`config.mk`:
```
export PLATFORM = sky130hd
export DESIGN_NAME = vector_memory_issue_pipeline_core
export DESIGN_NICKNAME = d
export VERILOG_FILES = /design/src/vmip_pkg.sv /design/src/vmip_front.sv /design/src/vmip_back.sv /design/src/vector_memory_issue_pipeline_core.sv
export SDC_FILE = /design/constraint.sdc
export NUM_CORES = 2
export LEC_CHECK = 0
export ABC_AREA = 1
export BUFFER_PORTS_ARGS = -buffer_cell sky130_fd_sc_hd__buf_4
export CAP_MARGIN = 30
export CELL_PAD_IN_SITES_DETAIL_PLACEMENT = 1
export CELL_PAD_IN_SITES_GLOBAL_PLACEMENT = 2
export CORE_ASPECT_RATIO = 0.75
export CORE_MARGIN = 2
export CORE_UTILIZATION = 45
export DETAILED_ROUTE_END_ITERATION = 6
export PLACE_DENSITY_LB_ADDON = 0.05
export SKIP_CTS_REPAIR_TIMING = 1
export SLEW_MARGIN = 10
export SYNTH_ARGS = -nofsm -noshare
export SYNTH_HDL_FRONTEND = slang
export SYNTH_SLANG_ARGS = --single-unit
```
`constraint.sdc`:
```
create_clock -name clk -period 5.1 [get_ports clk]
set_input_delay 1.02 -clock clk [delete_from_list [all_inputs] [get_ports clk]]
set_output_delay 1.02 -clock clk [all_outputs]
set_load 0.02 [all_outputs]
```
`src/vmip_pkg.sv`:
```
// ----------------------------------------------------------------------------
// vmip_pkg: shared types and constants of the vector memory issue pipeline
// Item formats, event codes, register indexes and reset values.
// ----------------------------------------------------------------------------
package vmip_pkg;

  localparam int READ_QUEUE_DEPTH_DEF = 16;
  localparam int MAX_ISSUE_WIDTH_DEF  = 4;
  localparam int MAX_INFLIGHT_DEF     = 64;
  localparam int MAX_RESULTS          = 64;
  localparam int MAX_LANES            = 64;

  localparam logic [6:0] INFLIGHT_LIMIT_RST   = 7'd32;
  localparam logic [2:0] ISSUE_WIDTH_RST      = 3'd1;
  localparam logic [3:0] REGISTER_LATENCY_RST = 4'd1;

  localparam logic [1:0] REG_INFLIGHT_LIMIT   = 2'd0;
  localparam logic [1:0] REG_ISSUE_WIDTH      = 2'd1;
  localparam logic [1:0] REG_REGISTER_LATENCY = 2'd2;

  typedef enum logic [1:0] {
    KIND_ENQ  = 2'd0,
    KIND_CMP  = 2'd1,
    KIND_TICK = 2'd2
  } kind_t;

  typedef enum logic [2:0] {
    EV_RETIRED  = 3'd0,
    EV_ISSUED   = 3'd1,
    EV_TO_EXEC  = 3'd2,
    EV_ENQUEUED = 3'd3,
    EV_FULL     = 3'd4,
    EV_UNKNOWN  = 3'd5
  } event_t;

  typedef struct packed {
    logic [1:0] kind;
    logic [7:0] tag;
    logic       is_write;
    logic [6:0] lane_count;
    logic [3:0] decode_wait;
  } in_item_t;

  typedef struct packed {
    logic [2:0] event_res;
    logic [7:0] tag_res;
    logic       is_write_res;
    logic [6:0] lane_count_res;
    logic       last;
  } out_item_t;

  // Instruction as held in the queues and the table (lanes = remaining accesses).
  typedef struct packed {
    logic [7:0] tag;
    logic       wr;
    logic [6:0] lanes;
  } ent_t;

  typedef struct packed {
    kind_t      kind;
    ent_t       ent;
    logic [3:0] wait_cnt;
  } cmd_t;

  typedef enum logic [3:0] {
    S_IDLE,
    S_ENQ,
    S_CMP_RD,
    S_CMP_CHK,
    S_DEC,
    S_WB_RD,
    S_WB_CHK,
    S_EX,
    S_RD_REQ,
    S_RD_DO,
    S_FIN
  } state_t;

endpackage

```
`src/vmip_front.sv`:
```
// ----------------------------------------------------------------------------
// vmip_front: input decode and command queue
// Classifies incoming items, saturates the lane count and buffers commands
// for the back end in a two-entry queue.
// ----------------------------------------------------------------------------
module vmip_front import vmip_pkg::*; (
  input  logic     clk,
  input  logic     rst,
  input  logic     in_valid,
  output logic     in_ready,
  input  in_item_t in_data,
  output logic     cmd_valid,
  output cmd_t     cmd,
  input  logic     cmd_pop
);

  cmd_t       slot [2];
  logic [1:0] count;
  logic       rd_ptr;
  logic       wr_ptr;
  logic       known;
  logic       push;
  cmd_t       dec;

  assign in_ready = (count != 2'd2);

  always_comb begin
    known = 1'b1;
    dec.kind = KIND_ENQ;
    unique case (in_data.kind)
      KIND_ENQ:  dec.kind = KIND_ENQ;
      KIND_CMP:  dec.kind = KIND_CMP;
      KIND_TICK: dec.kind = KIND_TICK;
      default:   known = 1'b0;
    endcase
    dec.ent.tag   = in_data.tag;
    dec.ent.wr    = in_data.is_write;
    dec.ent.lanes = (32'(in_data.lane_count) > MAX_LANES) ? 7'(MAX_LANES)
                                                          : in_data.lane_count;
    dec.wait_cnt  = in_data.decode_wait;
  end

  // Unknown kinds are taken and dropped without a result.
  assign push      = in_valid && in_ready && known;
  assign cmd_valid = (count != 2'd0);
  assign cmd       = slot[rd_ptr];

  always_ff @(posedge clk) begin
    if (push) begin
      slot[wr_ptr] <= dec;
    end
  end

  always_ff @(posedge clk) begin
    if (rst) begin
      count  <= 2'd0;
      rd_ptr <= 1'b0;
      wr_ptr <= 1'b0;
    end else begin
      if (push) wr_ptr <= ~wr_ptr;
      if (cmd_pop && cmd_valid) rd_ptr <= ~rd_ptr;
      count <= count + 2'(push) - 2'(cmd_pop && cmd_valid);
    end
  end

endmodule

```
`src/vmip_back.sv`:
```
// ----------------------------------------------------------------------------
// vmip_back: pipeline state and sequencer
// Holds the read queue, execute queue and outstanding table, runs the
// enqueue, completion and tick operations step by step and emits results.
// ----------------------------------------------------------------------------
module vmip_back import vmip_pkg::*; #(
  parameter int READ_QUEUE_DEPTH = READ_QUEUE_DEPTH_DEF,
  parameter int MAX_ISSUE_WIDTH  = MAX_ISSUE_WIDTH_DEF,
  parameter int MAX_INFLIGHT     = MAX_INFLIGHT_DEF
) (
  input  logic      clk,
  input  logic      rst,
  input  logic      cmd_valid,
  input  cmd_t      cmd,
  output logic      cmd_pop,
  input  logic      cfg_wr_en,
  input  logic [1:0] cfg_index,
  input  logic [6:0] cfg_data,
  output logic      out_valid,
  input  logic      out_ready,
  output out_item_t out_data
);

  localparam int RQ_AW = $clog2(READ_QUEUE_DEPTH);
  localparam int RQ_CW = $clog2(READ_QUEUE_DEPTH + 1);
  localparam int EQ_AW = (MAX_ISSUE_WIDTH > 1) ? $clog2(MAX_ISSUE_WIDTH) : 1;
  localparam int IW_CW = $clog2(MAX_ISSUE_WIDTH + 1);
  localparam int OT_AW = (MAX_INFLIGHT > 1) ? $clog2(MAX_INFLIGHT) : 1;
  localparam int OT_CW = $clog2(MAX_INFLIGHT + 1);
  localparam int RC_W  = $clog2(MAX_RESULTS + 1);
  localparam int RET_CAP = MAX_RESULTS - 2 * MAX_ISSUE_WIDTH;

  typedef struct packed {
    ent_t       ent;
    logic [3:0] wait_cnt;
  } eq_ent_t;

  // configuration
  logic [6:0] inflight_limit;
  logic [2:0] issue_width;
  logic [3:0] register_latency;

  // sequencer
  state_t st, st_next;
  cmd_t   cur;
  logic [OT_CW-1:0] idx;
  logic [OT_CW-1:0] wk;
  logic [RC_W-1:0]  retired;
  logic [IW_CW-1:0] issued;

  // read queue: payload in memory, waits in per-slot counters
  ent_t             rq_mem [READ_QUEUE_DEPTH];
  ent_t             rq_rdata;
  logic [3:0]       rq_wait [READ_QUEUE_DEPTH];
  logic [READ_QUEUE_DEPTH-1:0] rq_zero;
  logic [RQ_AW-1:0] rq_head;
  logic [RQ_AW-1:0] rq_tail;
  logic [RQ_CW-1:0] rq_count;
  logic             rq_full;

  // execute queue: shift register, head at entry 0
  eq_ent_t          eq [MAX_ISSUE_WIDTH];
  logic [IW_CW-1:0] eq_count;

  // outstanding table
  ent_t             ot_mem [MAX_INFLIGHT];
  ent_t             ot_rdata;
  logic [OT_CW-1:0] ot_count;

  // result staging: held result waits until it is known whether it is last
  logic      hv;
  out_item_t hd;
  out_item_t hd_out;

  // strobes
  logic       emit;
  out_item_t  emit_item;
  logic       fin_push;
  logic       ot_we;
  logic [OT_AW-1:0] ot_waddr;
  ent_t       ot_wdata;
  logic       rq_we;

  logic [IW_CW-1:0] eff_width;
  logic [OT_CW-1:0] eff_limit;
  logic out_free, can_emit;
  logic scan_done, cmp_hit, wb_retire, ex_go, rd_go;

  always_comb begin
    if (issue_width == 3'd0)                     eff_width = IW_CW'(1);
    else if (32'(issue_width) >= MAX_ISSUE_WIDTH) eff_width = IW_CW'(MAX_ISSUE_WIDTH);
    else                                         eff_width = IW_CW'(issue_width);
    if (inflight_limit == 7'd0)                  eff_limit = OT_CW'(1);
    else if (32'(inflight_limit) >= MAX_INFLIGHT) eff_limit = OT_CW'(MAX_INFLIGHT);
    else                                         eff_limit = OT_CW'(inflight_limit);
  end

  for (genvar j = 0; j < READ_QUEUE_DEPTH; j++) begin : g_zero
    assign rq_zero[j] = (rq_wait[j] == 4'd0);
  end

  assign rq_full   = (rq_count == RQ_CW'(READ_QUEUE_DEPTH));
  assign out_free  = !out_valid || out_ready;
  assign can_emit  = !hv || out_free;
  assign scan_done = (idx >= ot_count);
  assign cmp_hit   = (ot_rdata.tag == cur.ent.tag) && (ot_rdata.lanes != 7'd0);
  assign wb_retire = (ot_rdata.lanes == 7'd0) && (32'(retired) < RET_CAP);
  assign ex_go     = (eq_count != '0) && (eq[0].wait_cnt == 4'd0) &&
                     (issued < eff_width) && (ot_count < eff_limit);
  assign rd_go     = (rq_count != '0) && rq_zero[rq_head] &&
                     (issued < eff_width) && (eq_count < eff_width);

  // next state
  always_comb begin
    st_next = st;
    unique case (st)
      S_IDLE: begin
        if (cmd_valid) begin
          unique case (cmd.kind)
            KIND_ENQ:  st_next = S_ENQ;
            KIND_CMP:  st_next = S_CMP_RD;
            KIND_TICK: st_next = S_DEC;
            default:   st_next = S_IDLE;
          endcase
        end
      end
      S_ENQ:     if (can_emit) st_next = S_FIN;
      S_CMP_RD: begin
        if (!scan_done)    st_next = S_CMP_CHK;
        else if (can_emit) st_next = S_FIN;
      end
      S_CMP_CHK: st_next = cmp_hit ? S_FIN : S_CMP_RD;
      S_DEC:     st_next = S_WB_RD;
      S_WB_RD:   st_next = scan_done ? S_EX : S_WB_CHK;
      S_WB_CHK:  if (!wb_retire || can_emit) st_next = S_WB_RD;
      S_EX:      if (!ex_go) st_next = S_RD_REQ;
      S_RD_REQ:  st_next = rd_go ? S_RD_DO : S_FIN;
      S_RD_DO:   if (can_emit) st_next = S_RD_REQ;
      S_FIN:     if (!hv || out_free) st_next = S_IDLE;
      default:   st_next = S_IDLE;
    endcase
  end

  // strobes
  always_comb begin
    cmd_pop   = 1'b0;
    emit      = 1'b0;
    emit_item = '0;
    fin_push  = 1'b0;
    ot_we     = 1'b0;
    ot_waddr  = idx[OT_AW-1:0];
    ot_wdata  = ot_rdata;
    rq_we     = 1'b0;
    unique case (st)
      S_IDLE: cmd_pop = cmd_valid;
      S_ENQ: begin
        emit                   = can_emit;
        rq_we                  = can_emit && !rq_full;
        emit_item.event_res    = rq_full ? EV_FULL : EV_ENQUEUED;
        emit_item.tag_res      = cur.ent.tag;
        emit_item.is_write_res = cur.ent.wr;
      end
      S_CMP_RD: begin
        emit                = scan_done && can_emit;
        emit_item.event_res = EV_UNKNOWN;
        emit_item.tag_res   = cur.ent.tag;
      end
      S_CMP_CHK: begin
        ot_we          = cmp_hit;
        ot_wdata.lanes = ot_rdata.lanes - 7'd1;
      end
      S_WB_CHK: begin
        emit                   = wb_retire && can_emit;
        emit_item.event_res    = EV_RETIRED;
        emit_item.tag_res      = ot_rdata.tag;
        emit_item.is_write_res = ot_rdata.wr;
        // Kept entries are packed down toward the front of the table.
        ot_we                  = !wb_retire;
        ot_waddr               = wk[OT_AW-1:0];
      end
      S_EX: begin
        emit                     = ex_go && can_emit;
        emit_item.event_res      = EV_ISSUED;
        emit_item.tag_res        = eq[0].ent.tag;
        emit_item.is_write_res   = eq[0].ent.wr;
        emit_item.lane_count_res = eq[0].ent.lanes;
        ot_we                    = ex_go && can_emit;
        ot_waddr                 = ot_count[OT_AW-1:0];
        ot_wdata                 = eq[0].ent;
      end
      S_RD_DO: begin
        emit                   = can_emit;
        emit_item.event_res    = EV_TO_EXEC;
        emit_item.tag_res      = rq_rdata.tag;
        emit_item.is_write_res = rq_rdata.wr;
      end
      S_FIN: fin_push = hv && out_free;
      default: ;
    endcase
  end

  // The held result leaves with its last flag set only when the item ends.
  always_comb begin
    hd_out      = hd;
    hd_out.last = fin_push;
  end

  // memories
  always_ff @(posedge clk) begin
    if (rq_we) rq_mem[rq_tail] <= cur.ent;
    rq_rdata <= rq_mem[rq_head];
  end

  always_ff @(posedge clk) begin
    if (ot_we) ot_mem[ot_waddr] <= ot_wdata;
    ot_rdata <= ot_mem[idx[OT_AW-1:0]];
  end

  // configuration
  always_ff @(posedge clk) begin
    if (rst) begin
      inflight_limit   <= INFLIGHT_LIMIT_RST;
      issue_width      <= ISSUE_WIDTH_RST;
      register_latency <= REGISTER_LATENCY_RST;
    end else if (cfg_wr_en) begin
      unique case (cfg_index)
        REG_INFLIGHT_LIMIT:   inflight_limit   <= cfg_data;
        REG_ISSUE_WIDTH:      issue_width      <= cfg_data[2:0];
        REG_REGISTER_LATENCY: register_latency <= cfg_data[3:0];
        default: ;
      endcase
    end
  end

  // result staging and output register
  always_ff @(posedge clk) begin
    if (rst) begin
      out_valid <= 1'b0;
      hv        <= 1'b0;
    end else begin
      if ((emit && hv) || fin_push) begin
        out_valid <= 1'b1;
        out_data  <= hd_out;
      end else if (out_ready) begin
        out_valid <= 1'b0;
      end
      if (emit) begin
        hv <= 1'b1;
        hd <= emit_item;
      end else if (fin_push) begin
        hv <= 1'b0;
      end
    end
  end

  // sequencer state and queue control
  always_ff @(posedge clk) begin
    if (rst) begin
      st       <= S_IDLE;
      rq_head  <= '0;
      rq_tail  <= '0;
      rq_count <= '0;
      eq_count <= '0;
      ot_count <= '0;
    end else begin
      st <= st_next;
      unique case (st)
        S_IDLE: begin
          if (cmd_valid) cur <= cmd;
          idx <= '0;
        end
        S_ENQ: begin
          if (rq_we) begin
            rq_wait[rq_tail] <= cur.wait_cnt;
            rq_tail  <= (32'(rq_tail) == READ_QUEUE_DEPTH - 1) ? '0 : rq_tail + 1'b1;
            rq_count <= rq_count + 1'b1;
          end
        end
        S_CMP_CHK: if (!cmp_hit) idx <= idx + 1'b1;
        S_DEC: begin
          for (int j = 0; j < READ_QUEUE_DEPTH; j++) begin
            if (rq_wait[j] != 4'd0) rq_wait[j] <= rq_wait[j] - 4'd1;
          end
          for (int j = 0; j < MAX_ISSUE_WIDTH; j++) begin
            if (eq[j].wait_cnt != 4'd0) eq[j].wait_cnt <= eq[j].wait_cnt - 4'd1;
          end
          idx     <= '0;
          wk      <= '0;
          retired <= '0;
        end
        S_WB_RD: begin
          if (scan_done) begin
            ot_count <= wk;
            issued   <= '0;
          end
        end
        S_WB_CHK: begin
          if (wb_retire) begin
            if (can_emit) begin
              retired <= retired + 1'b1;
              idx     <= idx + 1'b1;
            end
          end else begin
            wk  <= wk + 1'b1;
            idx <= idx + 1'b1;
          end
        end
        S_EX: begin
          if (!ex_go) begin
            issued <= '0;
          end else if (can_emit) begin
            ot_count <= ot_count + 1'b1;
            for (int j = 0; j < MAX_ISSUE_WIDTH - 1; j++) begin
              eq[j] <= eq[j + 1];
            end
            eq_count <= eq_count - 1'b1;
            issued   <= issued + 1'b1;
          end
        end
        S_RD_DO: begin
          if (can_emit) begin
            eq[eq_count[EQ_AW-1:0]].ent      <= rq_rdata;
            eq[eq_count[EQ_AW-1:0]].wait_cnt <= register_latency;
            eq_count <= eq_count + 1'b1;
            rq_head  <= (32'(rq_head) == READ_QUEUE_DEPTH - 1) ? '0 : rq_head + 1'b1;
            rq_count <= rq_count - 1'b1;
            issued   <= issued + 1'b1;
          end
        end
        default: ;
      endcase
    end
  end

endmodule

```
`src/vector_memory_issue_pipeline_core.sv`:
```
// ----------------------------------------------------------------------------
// vector_memory_issue_pipeline_core: vector memory instruction issue pipeline
// Read queue, execute queue and outstanding-access table driven by enqueue,
// completion and tick items.
// ----------------------------------------------------------------------------
//   Channel   Signals                          Direction
//   in        in_valid, in_ready, in_data      item in (valid/ready)
//   out       out_valid, out_ready, out_data   result out (valid/ready)
//   cfg       cfg_wr_en, cfg_index, cfg_data   register write
//
// An enqueue writes the read queue unless it is full; a completion
// searches the table entry by entry. A tick updates the waits, scans the
// table to retire and pack entries, issues from the execute queue, then
// moves read-queue entries to the execute queue. Items pass a two-entry
// command queue, so until it is full the input keeps taking items while
// the back end works or the output stalls. Reset is synchronous and
// empties all queues and the table; no clearing pass is needed.
// ----------------------------------------------------------------------------
module vector_memory_issue_pipeline_core import vmip_pkg::*; #(
  parameter int READ_QUEUE_DEPTH = READ_QUEUE_DEPTH_DEF,
  parameter int MAX_ISSUE_WIDTH  = MAX_ISSUE_WIDTH_DEF,
  parameter int MAX_INFLIGHT     = MAX_INFLIGHT_DEF
) (
  input  logic       clk,
  input  logic       rst,
  input  logic       in_valid,
  output logic       in_ready,
  input  in_item_t   in_data,
  output logic       out_valid,
  input  logic       out_ready,
  output out_item_t  out_data,
  input  logic       cfg_wr_en,
  input  logic [1:0] cfg_index,
  input  logic [6:0] cfg_data
);

  logic cmd_valid;
  cmd_t cmd;
  logic cmd_pop;

  vmip_front u_front (
    .clk       (clk),
    .rst       (rst),
    .in_valid  (in_valid),
    .in_ready  (in_ready),
    .in_data   (in_data),
    .cmd_valid (cmd_valid),
    .cmd       (cmd),
    .cmd_pop   (cmd_pop)
  );

  vmip_back #(
    .READ_QUEUE_DEPTH (READ_QUEUE_DEPTH),
    .MAX_ISSUE_WIDTH  (MAX_ISSUE_WIDTH),
    .MAX_INFLIGHT     (MAX_INFLIGHT)
  ) u_back (
    .clk       (clk),
    .rst       (rst),
    .cmd_valid (cmd_valid),
    .cmd       (cmd),
    .cmd_pop   (cmd_pop),
    .cfg_wr_en (cfg_wr_en),
    .cfg_index (cfg_index),
    .cfg_data  (cfg_data),
    .out_valid (out_valid),
    .out_ready (out_ready),
    .out_data  (out_data)
  );

endmodule
```
# Yosys cells after proc, flatten, opt, wreduce, memory -nomap -nowiden
# Memory sizes are Yosys's and may differ from the RTL's. A register that Yosys moved wholly into a read port is not among the register bits.
# Cells that the tools add are included.
[classes] add_sub_neg=34 n_lt_le_gt_ge=9 n_eq_ne=35 muxes=170 bitwise=6 reduce_logical=102
[ops] op="two-way mux 1 bit" count=110
[ops] op="two-way mux 7 bit" count=12
[ops] op="nonzero test 4 bit" count=20
[ops] op="subtractor 4 x 1 -> 4 bit (second input constant)" count=20
[ops] op="logical NOT 4 bit" count=18
[ops] op="two-way mux 4 bit" count=15
[ops] op="one-hot mux 7 bit (2 select lines)" count=4
[ops] op="one-hot mux 11 bit (5 select lines)" count=1
[ops] op="one-hot mux 4 bit (11 select lines)" count=1
[ops] op="adder 7 x 1 -> 7 bit (second input constant)" count=4
[ops] op="two-way mux 3 bit" count=9
[ops] op="one-hot mux 7 bit (3 select lines)" count=1
[ops] op="== test 4 bit (second input constant)" count=5
[ops] op="two-way mux 20 bit" count=1
[ops] op="!= test 2 x 1 -> 1 bit (second input constant)" count=10
[ops] op="OR reduction 20 bit" count=1
[ops] op="one-hot mux 3 bit (3 select lines)" count=2
[ops] op="logical AND 1 bit" count=17
[ops] op="== test 4 x 3 -> 1 bit (second input constant)" count=4
[ops] op="AND reduction 4 bit" count=4
[ops] op="logical NOT 7 bit" count=2
[ops] op="AND reduction 2 bit" count=7
[ops] op="nonzero test 2 bit" count=7
[ops] op="one-hot mux 6 bit (2 select lines)" count=1
[ops] op="47 further kinds" count=80
[totals] ff_bits=130 ram_bits=1468 in_bits=36 out_inout_bits=22 wordCells=392 n_memories=5
[memory_table] name="u_back.ot_mem" depth=64 word_bits=16 read_ports=1 rd_clocked_by_memory_dff=1 write_ports=1 line_no="vmip_back.sv:66" text="ent_t ot_mem [MAX_INFLIGHT];"
[memory_table] name="u_back.rq_mem" depth=16 word_bits=16 read_ports=1 rd_clocked_by_memory_dff=1 write_ports=1 line_no="vmip_back.sv:52" text="ent_t rq_mem [READ_QUEUE_DEPTH];"
[memory_table] name="u_back.eq" depth=4 word_bits=20 read_ports=4 rd_clocked_by_memory_dff=0 write_ports=4 line_no="vmip_back.sv:62" text="eq_ent_t eq [MAX_ISSUE_WIDTH];"
[memory_table] name="u_back.rq_wait" depth=16 word_bits=4 read_ports=16 rd_clocked_by_memory_dff=0 write_ports=16 line_no="vmip_back.sv:54" text="logic [3:0] rq_wait [READ_QUEUE_DEPTH];"
[memory_table] name="u_front.slot" depth=2 word_bits=22 read_ports=1 rd_clocked_by_memory_dff=1 write_ports=1 line_no="vmip_front.sv:17" text="cmd_t slot [2];"

# Depth between registers and ports, before layout
[logic_depth] word_depth=12 depth_mapped=17 mapped_depth_nobuf=14

# Hierarchy
# From an unflattened synthesis, not the netlist that was laid out.
[hier_totals] cells_unflattened=5281 area_unflattened_um2=66177.2
[by_module_without_submodules] mod="vmip_back" instances=1 cells_per_inst=5156 area_each_um2=64240.4 seq_area_each_um2=46754.8
[by_module_without_submodules] mod="vmip_front" instances=1 cells_per_inst=125 area_each_um2=1936.9 seq_area_each_um2=1421.4

# Worst setup path before layout
# No wires, ideal clock.
[synth_path] path_kind="register to register" from="reg u_back.st[3]" to="mem u_back.ot_mem[0][7] (netlist bit), data pin" setup_ns=0.702 t_arrival_ns=3.393 t_required_ns=4.398 path_slack_ns=1.005 path_stages_with_launch=6 path_buffers=1 synth_period_minus_slack_ns=4.095 cell_sequence="dfxtp_1 -> inv_2 -> nand2_4 -> nor2_8 -> clkbuf_1 -> o21ai_0"
[synth_rtl] element="start: declaration" line_no="vmip_back.sv:44" text="state_t st, st_next;"
[synth_rtl] element="start signal: assignment" line_no="vmip_back.sv:266" text="st <= st_next;"
[synth_rtl] element="end: declaration" line_no="vmip_back.sv:66"

# Worst setup path after layout
[layout_path] from="reg u_back.cur[16] (netlist bit)" to="mem u_back.ot_mem[15][7] (netlist bit) (enable)"
[layout_between] elab_chain_cells=5
[layout_rtl] element="start: declaration" line_no="vmip_back.sv:45" text="cmd_t cur;"
[layout_rtl] element="start signal: assignment" line_no="vmip_back.sv:269" text="if (cmd_valid) cur <= cmd;"
[layout_rtl] element="== test 8 bit" line_no="vmip_back.sv:106" text="assign cmp_hit = (ot_rdata.tag == cur.ent.tag) && (ot_rdata.lanes != 7'd0);"
[layout_rtl] element="logical AND 1 bit" line_no="vmip_back.sv:106"
[layout_rtl] element="one-hot mux 1 bit (3 select lines)" line_no="vmip_back.sv:154" text="unique case (st)"
[layout_rtl] element="two-way mux 1 bit" line_no="vmip_back.sv:215" text="if (ot_we) ot_mem[ot_waddr] <= ot_wdata;"
[layout_rtl] element="two-way mux 1 bit (not written as such)" line_no="vmip_back.sv:215"
# Every way passes these cells.

==> metrics.csv <==
stage;metric;value;unit
placement;hpwlAfterDp;130;mm
route;drt-total-wl;208;mm
clock_tree;path_clk_slew;0.06;ns
grt;grt_overflow;0;
grt;grt_pass1_vias;44000;
synth;syn-instance-count;5405;
route;first_iter_violations;4908;
clock_tree;cts-root-buf;clkbuf_16;
floorplanning;chipWidth;449;um
sta;fin_crit_sh;0.756;
worst_setup_path;crit_path_frequent_cell;nand2_1;
synth;yosysMostFrequentCell;edfxtp_1;
floorplanning;die_h;337;um
floorplanning;start_util;0.453;
sta;fmax;0.259;GHz
clock_tree;insertion_delay;0.82;ns
synth;synth_edf_count;1551;
worst_setup_path;required;5.60;ns
clock_tree;clock_path_buffers;3;
outcome;status;complete, no violations;
floorplanning;rows;122;
route;wire_per_inst;27.4;um
flow_run;maxCapViolCount;0;
grt;top_usage_layer;met1;
synth;synth_fp_nets;5497;
route;viasPerCell;5.82;
route;vias;44300;
synth;yosys-top-cells-area;edfxtp_1 70%, o21ai_0 5.9%, nor2_1 5.0%;
floorplanning;core;147000;um^2
clock_tree;numCtsBuffers;162;
sta;rsz0062_at_grt;false;
synth;syn-cell-area;66700;um^2
sta;min_period;3.86;ns
synth;synth-async-reset-ratio;0;
pwr;total_power;42.1;mW
worst_setup_path;cpPeakStageDelay;0.90;ns
synth;ys_ff_latch;1631;
placement;pre_cts_slack;0.978;ns
synth;synth_top_cell_by_area;edfxtp_1;
worst_setup_path;timing.critical_path.from_type;register;
layout;nets;5577;
synth;synth_top_area_share;0.698;
worst_setup_path;regToRegSetupSlack;1.24;ns
grt;use_met2;0.388;
placement;io_buffers;57;
pwr;ir_worst_vdd;0.466;mV
sta;hold_ws;0.398;ns
floorplanning;ioPinCount;58;
min_path;hold_path_class;input port to register;
worst_setup_path;crit_fanout;18;
worst_setup_path;crit_chain;inv_1 > nand2_1 > o21ai_0 > nor3_1 > nand4_1 > nand3_2 > nand2_1 > nor2_1 > buf_4;
worst_setup_path;end_kind;register;
layout;stdcell_area;75400;um^2
layout;fin_cells;7608;
layout;fillerInstances;15000;
sta;setup_tns;0;ns
grt;track_usage;0.272;
synth;ys_top_cells_by_count;1551 x edfxtp_1, 893 x nor2_1, 780 x o21ai_0;
placement;place_area;69900;um^2
layout;area_delta_synth_final;13.1;%
pwr;leakage;25.4;nW
placement;gp_congestion;0.851;
worst_setup_path;slowest_stage;edfxtp_1;
clock_tree;tritoncts;built;
synth;ys.flop_type;edfxtp_1;
grt;grt_max_degree;180;
clock_tree;htree_levels;4;
pwr;p_per_area;558;nW/um^2
route;ant_nets;0;
layout;drive_gt1_frac;0.104;
grt;grt_pass1_wl;302;mm
sta;slew_violations;0;
sta;tightest_slew;1.05;ns
grt;gr-usage-met3;0.0649;
synth;yosysUniqueCellTypes;53;
synth;ys_warn_count;0;
synth;postSynthAreaPerCell;12.3;um^2
worst_setup_path;critical_path_class;register to register;
clock_tree;cts.sinks;1631;
sta;slew-limit-headroom;0.300;
route;drt-pass1-iter-count;6;
layout;finalCoreUtilization;0.512;
sta;skew;0.0256;ns
floorplanning;die_area;151000;um^2
grt;met1_usage;0.418;
sta;hold_viol_final;0;
placement;placedCellCount;7293;
sta;finalWorstSetupSlack;1.24;ns
grt;antenna_found_initial;14;
synth;yosysSeqAreaShare;0.722;
sta;setup_viol_count_final;0;
route;drcViolationCount;0;
worst_setup_path;arrival;4.36;ns
## cell families after synthesis
family | share of synthesized area
AOI/OAI and AO/OA | 0.111
muxes | 0.00368
adders and majority gates | 0.0107
DFF | 0.722
xor gates and xnor gates | 0.00683
buffers and inverters | 0.0334
and+or+nand+nor | 0.112
## cell type report
| type | count | area [um^2] | share of cell area |
|---|---|---|---|
| repair buffers | 223 | 1990 | 0.0264 |
| multi-input cells | 3225 | 16600 | 0.220 |
| clock inverters | 93 | 832 | 0.0110 |
| clock buffers | 204 | 4410 | 0.0585 |
| flip-flops and latches | 1631 | 48200 | 0.639 |
| diodes | 6 | 15.0 | 0.000199 |
| inverters | 242 | 926 | 0.0123 |
| well taps | 1984 | 2480 | 0.0329 |
## registers in the layout (all words and copies together), names as in the netlist, 16 cells and up, named ones only
register and count:
u_back.cur 20, u_back.ot_rdata 16, u_back.rq_wait 64, u_back.eq 80
u_back.out_data 20, u_back.hd 19, u_back.rq_mem 256, u_back.ot_mem 1024
u_back.rq_rdata 16, u_front.slot 44
## layout by cell type, fill, tap and decap left out, drive strengths merged, types with 6 or more instances in the layout
cell type	instances
mux2	20
a21oi	77
o221ai	106
nor2	912
o211ai	67
clkinv	81
bufinv	12
nand3	253
edfxtp	1551
o21ai	811
a31oi	6
nor3b	8
xor2	31
o31ai	9
diode	6
nor3	35
ha	54
inv	238
buf	223
xnor2	21
o22ai	200
dfxtp	80
nand4	37
nand2	549
clkbuf	204
## final timing paths
check / depth (start not counted) / endpoint / start
worst min-delay path: 1 / u_front.slot[0][17] / in_data[17]
worst min register to register: 0 / u_back.out_data[13] / u_back.hd[13]
worst max-delay path: 9 / u_back.ot_mem[15][7] / u_back.cur[16]
worst max register to register: 9 / u_back.ot_mem[15][7] / u_back.cur[16]
## metal layers
metal  vias up  wire [um]
met2      1481      88000
met1     22700      98300
met4         0       3580
met3       232      18200
met5         -          0
li1      19900          -
## worst max-delay path: cells and delay by family, from the launching register on
family / cells / cell delay [ns]
and+or+nand+nor: 6 / 2.14
buffers and inverters: 2 / 0.43
DFF: 1 / 0.90
AOI/OAI and AO/OA: 1 / 0.07
## power by group
part           total, mW  leakage (nW)  switching, mW  internal [mW]
registers           17.4          14.7          0.637           16.7
logic               12.7          8.08           9.78           2.89
clock network       12.0          2.57           5.27           6.75
total               42.1          25.4           15.7           26.4
Note: power is estimated with default switching activity, not from simulation.
